$ cat src/rtl/core/kvt_pkg.sv
// Package for the key/value line tokenizer.
// Parse mode codes, character codes and field widths; no dependencies.
`default_nettype none
package kvt_pkg;

   localparam int MAX_BUFFER_BYTES_DEFAULT = 65536;
   localparam int OFFSET_W = 16;
   localparam int BYTE_W   = 8;
   localparam int MODE_W   = 3;

   localparam logic [MODE_W-1:0] MODE_SKIP_LINE   = 3'd0;
   localparam logic [MODE_W-1:0] MODE_KEY_START   = 3'd1;
   localparam logic [MODE_W-1:0] MODE_KEY         = 3'd2;
   localparam logic [MODE_W-1:0] MODE_SKIP_ARROW  = 3'd3;
   localparam logic [MODE_W-1:0] MODE_VALUE_START = 3'd4;
   localparam logic [MODE_W-1:0] MODE_VALUE       = 3'd5;

   localparam logic [BYTE_W-1:0] CH_NEWLINE = 8'h0A;
   localparam logic [BYTE_W-1:0] CH_EQUALS  = 8'h3D;
   localparam logic [BYTE_W-1:0] CH_SPACE   = 8'h20;

   localparam logic [1:0] ARROW_SKIP_COUNT = 2'd2;

endpackage
`default_nettype wire

$ cat src/rtl/core/kvt_stream_if.sv
// Request and response channel interfaces of the key/value line tokenizer.
// Depends on kvt_pkg for the field widths.
`default_nettype none
interface kvt_req_if import kvt_pkg::*; ();
   logic              valid;
   logic              ready;
   logic [BYTE_W-1:0] data_byte;
   logic              end_of_buffer;

   modport source (output valid, output data_byte, output end_of_buffer, input ready);
   modport sink   (input valid, input data_byte, input end_of_buffer, output ready);
endinterface

interface kvt_rsp_if import kvt_pkg::*; ();
   logic                valid;
   logic                ready;
   logic [OFFSET_W-1:0] key_offset;
   logic [OFFSET_W-1:0] key_length;
   logic [OFFSET_W-1:0] value_offset;
   logic [OFFSET_W-1:0] value_length;

   modport source (output valid, output key_offset, output key_length,
                   output value_offset, output value_length, input ready);
   modport sink   (input valid, input key_offset, input key_length,
                   input value_offset, input value_length, output ready);
endinterface
`default_nettype wire

$ cat src/rtl/core/key_value_line_tokenizer_top.sv
// Key/value line tokenizer, top level.
// Depends on kvt_pkg and the kvt_req_if / kvt_rsp_if channel interfaces.
//
// Scans a text buffer one byte per request and reports each "key => value"
// line as key and value offsets and lengths (16 bits, modulo 65536). The first
// line of every buffer is skipped; end_of_buffer on a byte returns the parser
// to its start state after that byte. One byte is accepted every cycle unless
// the response side stalls; a byte's response, if it has one, passes from the
// input register through the parser state update into the response register.
// Backpressure on the response side stalls the input register only when a
// response is held.
`default_nettype none
module key_value_line_tokenizer_top import kvt_pkg::*; #(
   parameter int MAX_BUFFER_BYTES = MAX_BUFFER_BYTES_DEFAULT
) (
   input  wire       clock,
   input  wire       reset,
   kvt_req_if.sink   req_if,
   kvt_rsp_if.source rsp_if
);

   localparam int POS_W = $clog2(MAX_BUFFER_BYTES + 1);

   // input register
   logic              in_valid_ff;
   logic [BYTE_W-1:0] in_byte_ff;
   logic              in_last_ff;

   // parser state
   logic [MODE_W-1:0]   mode_ff, mode_in;
   logic [POS_W-1:0]    pos_ff, pos_in;
   logic [OFFSET_W-1:0] key_start_ff, key_start_in;
   logic [OFFSET_W-1:0] key_end_ff, key_end_in;
   logic [OFFSET_W-1:0] value_start_ff, value_start_in;
   logic [1:0]          skip_ff, skip_in;
   logic                prev_space_ff, prev_space_in;

   // response register
   logic                rsp_valid_ff;
   logic [OFFSET_W-1:0] key_off_ff, key_len_ff, val_off_ff, val_len_ff;

   logic                out_free;
   logic                advance;
   logic                emit;
   logic                in_range;
   logic                is_nl;
   logic [OFFSET_W-1:0] pos16;
   logic [1:0]          skip_dec;

   assign out_free     = !rsp_valid_ff || rsp_if.ready;
   assign advance      = in_valid_ff && out_free;
   assign req_if.ready = !in_valid_ff || out_free;

   generate
      if (POS_W >= OFFSET_W) begin : g_pos_trunc
         assign pos16 = pos_ff[OFFSET_W-1:0];
      end else begin : g_pos_ext
         assign pos16 = {{(OFFSET_W-POS_W){1'b0}}, pos_ff};
      end
   endgenerate

   assign in_range = pos_ff < POS_W'(MAX_BUFFER_BYTES);
   assign is_nl    = in_byte_ff == CH_NEWLINE;
   assign skip_dec = (skip_ff != 2'd0) ? skip_ff - 2'd1 : skip_ff;

   always_comb begin
      mode_in        = mode_ff;
      pos_in         = pos_ff;
      key_start_in   = key_start_ff;
      key_end_in     = key_end_ff;
      value_start_in = value_start_ff;
      skip_in        = skip_ff;
      prev_space_in  = prev_space_ff;
      emit           = 1'b0;
      if (in_range) begin
         case (mode_ff)
            MODE_KEY_START: begin
               key_start_in = pos16;
               mode_in      = is_nl ? MODE_KEY_START : MODE_KEY;
            end
            MODE_KEY: begin
               if (in_byte_ff == CH_EQUALS) begin
                  key_end_in = prev_space_ff ? pos16 - OFFSET_W'(1) : pos16;
                  skip_in    = ARROW_SKIP_COUNT;
                  mode_in    = MODE_SKIP_ARROW;
               end else if (is_nl) begin
                  mode_in = MODE_KEY_START;
               end
            end
            MODE_SKIP_ARROW: begin
               skip_in = skip_dec;
               if (skip_dec == 2'd0) begin
                  mode_in = MODE_VALUE_START;
               end
            end
            MODE_VALUE_START: begin
               value_start_in = pos16;
               if (is_nl) begin
                  emit    = 1'b1;
                  mode_in = MODE_KEY_START;
               end else begin
                  mode_in = MODE_VALUE;
               end
            end
            MODE_VALUE: begin
               if (is_nl) begin
                  emit    = 1'b1;
                  mode_in = MODE_KEY_START;
               end
            end
            default: begin
               mode_in = is_nl ? MODE_KEY_START : MODE_SKIP_LINE;
            end
         endcase
         prev_space_in = in_byte_ff == CH_SPACE;
         pos_in        = pos_ff + POS_W'(1);
      end
      if (in_last_ff) begin
         mode_in       = MODE_SKIP_LINE;
         pos_in        = '0;
         skip_in       = 2'd0;
         prev_space_in = 1'b0;
      end
   end

   always_ff @(posedge clock) begin
      if (reset) begin
         in_valid_ff    <= 1'b0;
         rsp_valid_ff   <= 1'b0;
         mode_ff        <= MODE_SKIP_LINE;
         pos_ff         <= '0;
         key_start_ff   <= '0;
         key_end_ff     <= '0;
         value_start_ff <= '0;
         skip_ff        <= 2'd0;
         prev_space_ff  <= 1'b0;
      end else begin
         if (req_if.ready) begin
            in_valid_ff <= req_if.valid;
         end
         if (advance) begin
            mode_ff        <= mode_in;
            pos_ff         <= pos_in;
            key_start_ff   <= key_start_in;
            key_end_ff     <= key_end_in;
            value_start_ff <= value_start_in;
            skip_ff        <= skip_in;
            prev_space_ff  <= prev_space_in;
         end
         if (out_free) begin
            rsp_valid_ff <= advance && emit;
         end
      end
   end

   always_ff @(posedge clock) begin
      if (req_if.valid && req_if.ready) begin
         in_byte_ff <= req_if.data_byte;
         in_last_ff <= req_if.end_of_buffer;
      end
      if (advance && emit) begin
         key_off_ff <= key_start_ff;
         key_len_ff <= key_end_ff - key_start_ff;
         val_off_ff <= value_start_in;
         val_len_ff <= pos16 - value_start_in;
      end
   end

   assign rsp_if.valid        = rsp_valid_ff;
   assign rsp_if.key_offset   = key_off_ff;
   assign rsp_if.key_length   = key_len_ff;
   assign rsp_if.value_offset = val_off_ff;
   assign rsp_if.value_length = val_len_ff;

endmodule
`default_nettype wire

$ cat src/flat_wrapper.sv
// flat-port wrapper written by rule: the top's interface ports become plain ports
module key_value_line_tokenizer_top_flat import kvt_pkg::*;
#(
   parameter int MAX_BUFFER_BYTES = MAX_BUFFER_BYTES_DEFAULT
)
  (clock, reset, req_if_valid, req_if_data_byte, req_if_end_of_buffer, req_if_ready, rsp_if_valid, rsp_if_key_offset, rsp_if_key_length, rsp_if_value_offset, rsp_if_value_length, rsp_if_ready);
  kvt_req_if req_if_i ();
  kvt_rsp_if rsp_if_i ();
  input  wire clock;
  input  wire reset;
  input wire logic [$bits(req_if_i.valid)-1:0] req_if_valid;
  input wire logic [$bits(req_if_i.data_byte)-1:0] req_if_data_byte;
  input wire logic [$bits(req_if_i.end_of_buffer)-1:0] req_if_end_of_buffer;
  output wire logic [$bits(req_if_i.ready)-1:0] req_if_ready;
  output wire logic [$bits(rsp_if_i.valid)-1:0] rsp_if_valid;
  output wire logic [$bits(rsp_if_i.key_offset)-1:0] rsp_if_key_offset;
  output wire logic [$bits(rsp_if_i.key_length)-1:0] rsp_if_key_length;
  output wire logic [$bits(rsp_if_i.value_offset)-1:0] rsp_if_value_offset;
  output wire logic [$bits(rsp_if_i.value_length)-1:0] rsp_if_value_length;
  input wire logic [$bits(rsp_if_i.ready)-1:0] rsp_if_ready;
  assign req_if_i.valid = req_if_valid;
  assign req_if_i.data_byte = req_if_data_byte;
  assign req_if_i.end_of_buffer = req_if_end_of_buffer;
  assign req_if_ready = req_if_i.ready;
  assign rsp_if_valid = rsp_if_i.valid;
  assign rsp_if_key_offset = rsp_if_i.key_offset;
  assign rsp_if_key_length = rsp_if_i.key_length;
  assign rsp_if_value_offset = rsp_if_i.value_offset;
  assign rsp_if_value_length = rsp_if_i.value_length;
  assign rsp_if_i.ready = rsp_if_ready;
  key_value_line_tokenizer_top #(.MAX_BUFFER_BYTES(MAX_BUFFER_BYTES)) u_core (.clock(clock), .reset(reset), .req_if(req_if_i), .rsp_if(rsp_if_i));
endmodule
$ cat config.mk
export PLATFORM = sky130hd
export DESIGN_NAME = key_value_line_tokenizer_top_flat
export DESIGN_NICKNAME = d
export VERILOG_FILES = /design/src/rtl/core/kvt_pkg.sv /design/src/rtl/core/kvt_stream_if.sv /design/src/rtl/core/key_value_line_tokenizer_top.sv /design/src/flat_wrapper.sv
export SDC_FILE = /design/constraint.sdc
export NUM_CORES = 1
export LEC_CHECK = 0
export BUFFER_PORTS_ARGS = -buffer_cell sky130_fd_sc_hd__buf_2
export CAP_MARGIN = 20
export CELL_PAD_IN_SITES_DETAIL_PLACEMENT = 1
export CELL_PAD_IN_SITES_GLOBAL_PLACEMENT = 1
export CORE_UTILIZATION = 40
export CTS_CLUSTER_DIAMETER = 30
export DETAILED_ROUTE_END_ITERATION = 7
export PLACE_DENSITY = 0.68
export SYNTH_ARGS = -nofsm -noshare
export SYNTH_HDL_FRONTEND = slang
export SYNTH_SLANG_ARGS = --single-unit
$ cat constraint.sdc
create_clock -name clock -period 11.5 [get_ports clock]
set_input_delay 2.875 -clock clock [delete_from_list [all_inputs] [get_ports clock]]
set_output_delay 2.875 -clock clock [all_outputs]
set_load 0.01 [all_outputs]
# == Yosys cells after proc, flatten, opt, wreduce, memory -nomap -nowiden ==
# Index checks and enable logic that the tools add are counted.
# classes
n_addsub,5
n_mul,0
div,0
order_cmp,1
n_eq_ne,10
n_shift,0
mux,24
bitwise_logic,0
reduce_logical,17
# ops
op,n
$mux 16,3
$mux 17,2
$sub 16x16->16,2
$mux 3,6
$add 17x1->17 const B,1
$lt 17x17->1 const B,1
$eq 8x6->1 const B,2
$sub 16x1->16 const B,1
$pmux 3 s5,1
$mux 2,5
$eq 8x4->1 const B,1
$reduce_and 4->1,2
$eq 3x2->1 const B,2
$eq 3x3->1 const B,2
$mux 1,6
$ne 3x1->1 const B,2
$reduce_and 3->1,2
$pmux 2 s2,1
$reduce_bool 2->1,2
$eq 3x1->1 const B,1
$logic_and 1x1->1,3
$reduce_bool 3->1,1
$logic_not 1->1,2
$logic_not 2->1,1
4 further kinds,5
# totals
register_bits,146
latch_bits,0
mem_bits_rw,0
romBits,0
output_inout_bits,66
elab_cells,72
memories,0

# == Logic depth before layout (Yosys ltp) ==
# Gate-level depths: netlist (run 1).
# logic_depth
ltp_word,7
depth_mapped,15
depth_no_buf,13

# == Worst setup path before layout (run 1) ==
# Ideal clock, no wire load.
# synth_path
kind,input-to-output
start,input port rsp_if_ready
end,output port req_if_ready
arrival_time_ns,3.083
t_required_ns,8.625
setup_slack_ns,5.542
path_stages,1
n_path_buf,0
cell_sequence,nand3b_1
# synth_between
elab_chain_cells,2
# synth_rtl
item,line,source
start: declaration,flat_wrapper.sv:20,input wire logic [$bits(rsp_if_i.ready)-1:0] rsp_if_ready;
$logic_or 1x1->1,key_value_line_tokenizer_top.sv:50,assign out_free = !rsp_valid_ff || rsp_if.ready;
$logic_or 1x1->1,key_value_line_tokenizer_top.sv:52,assign req_if.ready = !in_valid_ff || out_free;
end: declaration,flat_wrapper.sv:14,output wire logic [$bits(req_if_i.ready)-1:0] req_if_ready;
# No other way between the ends.

# == Worst setup path after layout (run 1) ==
# Ends and elaborated chain as after synthesis.

==> results of run 1 <==
-- how the worst min path moves through the flow --
stage                                                from                                     end  slack, ns  depth (start not counted)
floorplan            u_core.key_start_ff[10]$_SDFFE_PP0P_  u_core.rsp_if.key_offset[10]$_DFFE_PP_       0.43                          0
global placement    u_core.value_start_ff[0]$_SDFFE_PP0P_   u_core.value_start_ff[0]$_SDFFE_PP0P_       0.44                          2
detailed placement   u_core.key_start_ff[14]$_SDFFE_PP0P_  u_core.rsp_if.key_offset[14]$_DFFE_PP_       0.44                          0
CTS                  u_core.key_start_ff[14]$_SDFFE_PP0P_  u_core.rsp_if.key_offset[14]$_DFFE_PP_       0.46                          0
global route         u_core.key_start_ff[14]$_SDFFE_PP0P_  u_core.rsp_if.key_offset[14]$_DFFE_PP_       0.48                          0
finish               u_core.key_start_ff[14]$_SDFFE_PP0P_  u_core.rsp_if.key_offset[14]$_DFFE_PP_       0.46                          0
-- flip-flops by register name, indices dropped and copies added (netlist names), 8 cells and up --
| name | cells |
|---|---|
| u_core.value_start_ff | 16 |
| u_core.pos_ff | 17 |
| u_core.rsp_if.key_length | 16 |
| u_core.rsp_if.value_offset | 16 |
| u_core.key_start_ff | 16 |
| u_core.rsp_if.key_offset | 16 |
| u_core.rsp_if.value_length | 16 |
| u_core.in_byte_ff | 8 |
| u_core.key_end_ff | 16 |
-- layer usage --
| layer | share of wire, % | GRT usage (%) | vias to the layer above |
|---|---|---|---|
| met5 | 0 | 0 | - |
| met1 | 44 | 23.0 | 2743 |
| met2 | 52 | 35.7 | 74 |
| li1 | - | - | 2716 |
| met3 | 2.3 | 3.54 | 24 |
| met4 | 2.1 | 8.80 | 0 |
-- logic make-up after synthesis --
kind of cell / count (synthesis) / synth area share [%]
AND/OR/NAND/NOR: 282 / 18.0
AO/OA/AOI/OAI: 148 / 13.6
flip-flops: 146 / 51.0
buffers and inverters: 87 / 4.73
XOR/XNOR: 54 / 6.60
adder cells (fa/ha/maj): 29 / 5.20
multiplexers: 6 / 0.838
-- stage by stage --
step	hold WS (ns)	utilization [%]	power, mW	cells
final	0.457	47.9	1.19	1049
after global routing	0.480	47.9	1.23	1049
after CTS	0.459	47.9	1.20	1049
after detailed placement	0.444	44.3	0.629	1017
after global placement	0.445	44.3	0.625	1017
after floorplan	0.430	-	0.613	752
-- cell usage in the layout, fill, tap and decap left out, drive strengths merged, types with 12 or more instances in the layout --
| cell | instances |
|---|---|
| nand2 | 98 |
| nor2 | 92 |
| buf | 83 |
| edfxtp | 73 |
| dfxtp | 73 |
| a21oi | 54 |
| inv | 44 |
| xnor2 | 35 |
| o21ai | 33 |
| ha | 25 |
| clkbuf | 23 |
| a211oi | 21 |
| xor2 | 19 |
| nor3 | 17 |
| nand2b | 12 |
| nand3 | 12 |
-- power breakdown --
group,internal [mW],total [mW],switching [mW]
logic,0.0242,0.0596,0.0354
clock network,0.349,0.573,0.224
registers,0.552,0.557,0.00534
-- area by class of cell --
class	instances	area [um2]
inverters	44	165
clock inverters	9	90.1
multi-input cells	519	3190
fillers	1985	9080
clock buffers	23	532
repair buffers	83	428
well taps	225	282
flip-flops and latches	146	3650
-- critical path, cell delays in order --
cell	delay, ns
sky130_fd_sc_hd__buf_2	0.10
sky130_fd_sc_hd__nand3b_1	0.19
sky130_fd_sc_hd__buf_2	0.17
==> results by group, run 1 <==
Status
  • Run status: complete, no violations

STA
  • Least-Margin Pin Slew: 0.980 ns
  • Unrepaired setup endpoints after global routing: false
  • Relative slew slack: 34.7%
  • Crit path time final: 6.21 ns
  • Clk_skew: 0.00834 ns
  • Number of max-slew violations in the final report: 0
  • Total negative slack for setup checks: 0 ns
  • Worst Setup Slack, final: 5.29 ns
  • Final Hold Vio Count: 0
  • Final cycle utilization of the critical path: 54.0%
  • Final setup viols: 0
  • Upper clock frequency limit: 161 MHz

Routing
  • Total DRC errors in the routed layout: 0
  • Mean number of vias per cell: 5.30
  • WL/cell: 16.3 um
  • Number of search-and-repair iterations in the first detailed-routing pass: 4
  • Post-detailed-route count of antenna-violating nets: 0
  • Final Routed Wirelength: 17100 um
  • Number of DRC markers in iteration 0: 247
  • Routed vias: 5557

Clock tree
  • Clock tree from TritonCTS: yes
  • Clock latency on the worst-skew pair: 0.43 ns
  • Root buffer cell: sky130_fd_sc_hd__clkbuf_16
  • Number of levels in the clock H-tree: 4
  • Hold buffer count at CTS: 0
  • Clock-pin slew on the worst setup and hold paths: 0.06 ns
  • Number of clock sinks: 146
  • Number of buffers created by CTS: 17
  • Post-CTS Setup Inserts: 0
  • Count of instances resized after the clock tree is built: 0
  • Clock Path Buffers: 2

Place
  • Gp weighted congestion: 0.801
  • Placed instance area: 7710 um2
  • Number of buffers added on ports: 78
  • Final HPWL from detailed placement: 11800 um
  • Post-placement setup slack: 5.29 ns

Setup path
  • Endpoint of the worst-slack reg-to-reg timing path: u_core.rsp_if.value_length[15]$_DFFE_PP_
  • Flop2flop setup slack: 7.79 ns
  • Category of the critical setup timing path: input pin to primary output
  • Kind of start point of the critical path: input pin
  • Worst setup EP type: primary output
  • Number of cells on the worst reg-to-reg path: 12
  • Maximum fanout encountered on the critical timing path: 3
  • Worst setup path startpoint: rsp_if_ready
  • Arr. time, crit path: 3.33 ns
  • CP required: 8.63 ns
  • Beginning of the worst register-to-register path: u_core.mode_ff[2]$_SDFFE_PP0P_
  • Termination of the worst setup path: req_if_ready

Die
  • Number of cell rows: 48
  • Horizontal extent of the die: 136 um
  • Area of the die: 18400 um2
  • # IOs: 79
  • Vertical die dimension: 136 um
  • Standard cell core area: 17400 um2
  • Initial Util: 41.1%

Yosys
  • Library cell occupying the most area in the post-synthesis netlist: sky130_fd_sc_hd__edfxtp_1
  • Yosys warning count: 0
  • Area of the mapped netlist: 7160 um2
  • Gate count after technology mapping: 752
  • Number of flip-flops and latches in the synthesized netlist: 146
  • Most repeated cell in the gate-level netlist after synthesis: sky130_fd_sc_hd__nand2_1
  • Number of nets produced by synthesis: 792
  • Dominant register cell in the synthesized netlist: sky130_fd_sc_hd__edfxtp_1
  • Top cells by count, synth: sky130_fd_sc_hd__nand2_1 (98), sky130_fd_sc_hd__nor2_1 (92), sky130_fd_sc_hd__dfxtp_1 (73), sky130_fd_sc_hd__edfxtp_1 (73), sky130_fd_sc_hd__a21oi_1 (53)
  • Proportion of register bits with asynchronous set or reset after synthesis: 0%
  • Area share of the largest cell type after synthesis: 30.6%
  • Sequential fraction of the synthesis area: 51.0%
  • Average cell area after synthesis: 9.53 um2
  • Count of flip-flops with a built-in enable after synthesis: 73
  • Most area-consuming cells after synthesis: sky130_fd_sc_hd__edfxtp_1 (31%), sky130_fd_sc_hd__dfxtp_1 (20%), sky130_fd_sc_hd__nand2_1 (5.1%), sky130_fd_sc_hd__nor2_1 (4.8%), sky130_fd_sc_hd__ha_1 (4.4%)
  • Count of cell types in the netlist: 61

Power
  • Static leakage power: 3.13 nW
  • Maximum VDD drop: 0.103 mV
  • Pwr dens: 143 nW/um2

Global routing
  • Number of global-route vias before repair: 5796
  • Antenna violations before repair: 0
  • Global routing usage summed across all routing layers: 19.9%
  • Global-route wire length before repair: 28400 um
  • Total grt overflow: 0
  • Largest net degree at the start of global routing: 65

Layout
  • Number of nets in the final layout: 851
  • Final instance area: 8340 um2
  • Fraction of layout cells with a size suffix above 1: 15.3%
  • Layout Area Growth over Synthesis: 16.3%
  • N_diodes: 0

Job
  • Max-capacitance violation count: 0

Min path
  • Hold crit path type: flip-flop to flip-flop
Power figures use the tool's default switching activity.
==> inputs of run 2 (changes only) <==
Settings changed: PLACE_DENSITY 0.68 to 0.7.
Clock period 11.5 ns to 5.15 ns, I/O delays scaled along.
==> run 2 against run 1 <==
Effect of this change: worst hold slack gained 0.0049 ns; clock skew rose by 0.0015 ns; via count fell by 0.50%; setup slack got worse by 4.3 ns; critical path depth is 9 higher; clock power is 150% higher; critical path type is now flip-flop to flip-flop; highest routed layer unchanged.
==> results by group, run 2 (synthesis gave the netlist of run 1 again) <==
Status
  • Run status: complete, no violations

Global routing
  • Largest net degree at the start of global routing: 60 (-7.7%)
  • Total grt overflow: 0 (unchanged)
  • Antenna violations before repair: 0 (unchanged)
  • Global routing usage summed across all routing layers: 20.2% (+0.27 points)
  • Global-route wire length before repair: 28700 um (+1.0%)
  • Number of global-route vias before repair: 5795 (-0.017%)

Layout
  • Number of nets in the final layout: 851 (unchanged)
  • Layout Area Growth over Synthesis: 17.6%
  • Fraction of layout cells with a size suffix above 1: 15.4% (+0.12 points)
  • Commonest non-fill, non-tap cells in the layout: sky130_fd_sc_hd__nand2_1 (98), sky130_fd_sc_hd__nor2_1 (92), sky130_fd_sc_hd__buf_2 (78)
  • FF+latch area: 3650 um2 (unchanged)
  • Register name with the most flops: u_core.pos_ff
  • Filler cell count in the final layout: 1990 (+0.25%)
  • Number of flip-flops in the largest register: 17 (unchanged)
  • N_diodes: 0 (unchanged)
  • Commonest non-fill, non-tap cell in the layout: sky130_fd_sc_hd__nand2_1
  • Area of the multi-input gates: 3190 um2 (unchanged)

Setup path
  • Kind of start point of the critical path: flip-flop
  • Category of the critical setup timing path: flip-flop to flip-flop
  • Worst setup EP type: flip-flop
  • Maximum fanout encountered on the critical timing path: 25 (+22)
  • Arr. time, crit path: 4.35 ns (+1.02 ns)
  • CP required: 5.32 ns (-3.31 ns)

Routing
  • Number of search-and-repair iterations in the first detailed-routing pass: 4 (unchanged)
  • Final Routed Wirelength: 17600 um (+2.8%)
  • Mean number of vias per cell: 5.27 (-0.50%)
  • Post-detailed-route count of antenna-violating nets: 0 (unchanged)
  • WL/cell: 16.7 um (+2.8%)
  • Total DRC errors in the routed layout: 0 (unchanged)
  • Number of DRC markers in iteration 0: 198 (-20%)
  • Routed vias: 5529 (-0.50%)

Clock tree
  • Root buffer cell: sky130_fd_sc_hd__clkbuf_16
  • Clock latency on the worst-skew pair: 0.43 ns (about the same)
  • Number of clock sinks: 146 (unchanged)
  • Post-CTS Setup Inserts: 0 (unchanged)
  • Clock-pin slew on the worst setup and hold paths: 0.06 ns (about the same)
  • Clock tree from TritonCTS: yes
  • Count of instances resized after the clock tree is built: 0 (unchanged)
  • Number of buffers created by CTS: 17 (unchanged)
  • Hold buffer count at CTS: 0 (unchanged)
  • Number of levels in the clock H-tree: 4 (unchanged)
  • Clock Path Buffers: 2 (unchanged)

Power
  • Pwr dens: 332 nW/um2 (+130%)
  • Total power draw: 2.80 mW (+140%)
  • Maximum VDD drop: 0.239 mV (+130%)
  • Static leakage power: 3.18 nW (+1.4%)

STA
  • Upper clock frequency limit: 239 MHz
  • Final cycle utilization of the critical path: 81.2%
  • Number of max-slew violations in the final report: 0 (unchanged)
  • Final setup viols: 0 (unchanged)
  • Unrepaired setup endpoints after global routing: false
  • Least-Margin Pin Slew: 1.06 ns (+0.0832 ns)
  • Relative slew slack: 29.1% (-5.5 points)
  • Total negative slack for setup checks: 0 ns (unchanged)
  • Final Hold Vio Count: 0 (unchanged)
  • Crit path time final: 4.18 ns
  • Clk_skew: 0.00980 ns (+0.00146 ns)

Die
  • Area of the die: 18400 um2 (unchanged)
  • Initial Util: 41.1% (unchanged)
  • # IOs: 79 (unchanged)
  • Number of cell rows: 48 (unchanged)
  • Vertical die dimension: 136 um (unchanged)
  • Standard cell core area: 17400 um2 (unchanged)
  • Horizontal extent of the die: 136 um (unchanged)

Place
  • Gp weighted congestion: 0.814 (+1.6%)
  • Number of buffers added on ports: 78 (unchanged)
  • Final HPWL from detailed placement: 12100 um (+2.5%)

Job
  • Max-capacitance violation count: 0 (unchanged)

Min path
  • Hold crit path type: flip-flop to flip-flop
==> run 2: critical path: stages, from the launching register on <==
cell                        delay [ns]
sky130_fd_sc_hd__dfxtp_1          0.46
sky130_fd_sc_hd__or4b_1           0.95
sky130_fd_sc_hd__o21ai_0          0.51
sky130_fd_sc_hd__ha_1             0.26
sky130_fd_sc_hd__fa_1             0.22
sky130_fd_sc_hd__inv_1            0.09
sky130_fd_sc_hd__a21oi_1          0.32
sky130_fd_sc_hd__o22ai_1          0.16
sky130_fd_sc_hd__o2bb2ai_2        0.17
sky130_fd_sc_hd__a21oi_4          0.27
sky130_fd_sc_hd__a32oi_2          0.12
sky130_fd_sc_hd__a31oi_1          0.29
sky130_fd_sc_hd__xnor2_1          0.09
==> run 2: through the flow <==
stage | util [%] | instance area [um2] | cells | worst slack, ns | hold WS [ns]
after floorplan | - | 7160 | 752 | 1.41 | 0.430
after global placement | 44.4 | 7730 | 1017 | 1.23 | 0.448
after detailed placement | 44.4 | 7730 | 1017 | 0.981 | 0.444
after CTS | 48.4 | 8420 | 1049 | 0.893 | 0.469
after global routing | 48.4 | 8420 | 1049 | 0.669 | 0.477
final | 48.4 | 8420 | 1049 | 0.968 | 0.462
==> run 2: worst paths after layout <==
kind,start,end,slack (ns),cells after the start
worst max-delay path,u_core.mode_ff[2]$_SDFFE_PP0P_,u_core.rsp_if.value_length[14]$_DFFE_PP_,0.97,12
worst min-delay path,u_core.key_start_ff[14]$_SDFFE_PP0P_,u_core.rsp_if.key_offset[14]$_DFFE_PP_,0.46,0
worst max register to register,u_core.mode_ff[2]$_SDFFE_PP0P_,u_core.rsp_if.value_length[14]$_DFFE_PP_,0.97,12
worst min register to register,u_core.key_start_ff[14]$_SDFFE_PP0P_,u_core.rsp_if.key_offset[14]$_DFFE_PP_,0.46,0
==> run 2: final cells by class <==
class | instances | area share, %
Clock buffer | 23 | 6.70
Tap cell | 225 | 3.34
Inverter | 44 | 1.96
Timing Repair Buffer | 83 | 5.23
Clock inverter | 9 | 1.56
Multi-Input combinational cell | 519 | 37.8
Sequential cell | 146 | 43.4
==> run 2: where the power goes <==
group          internal (mW)  switching (mW)
combinational         0.0545          0.0805
clock                  0.921           0.500
sequential              1.23          0.0121
==> run 2: routing by layer <==
| layer | wire length [um] | global-route usage [%] |
|---|---|---|
| met1 | 7510 | 23.0 |
| met2 | 9180 | 36.4 |
| met3 | 411 | 3.65 |
| met4 | 456 | 9.18 |
| met5 | 0 | 0 |
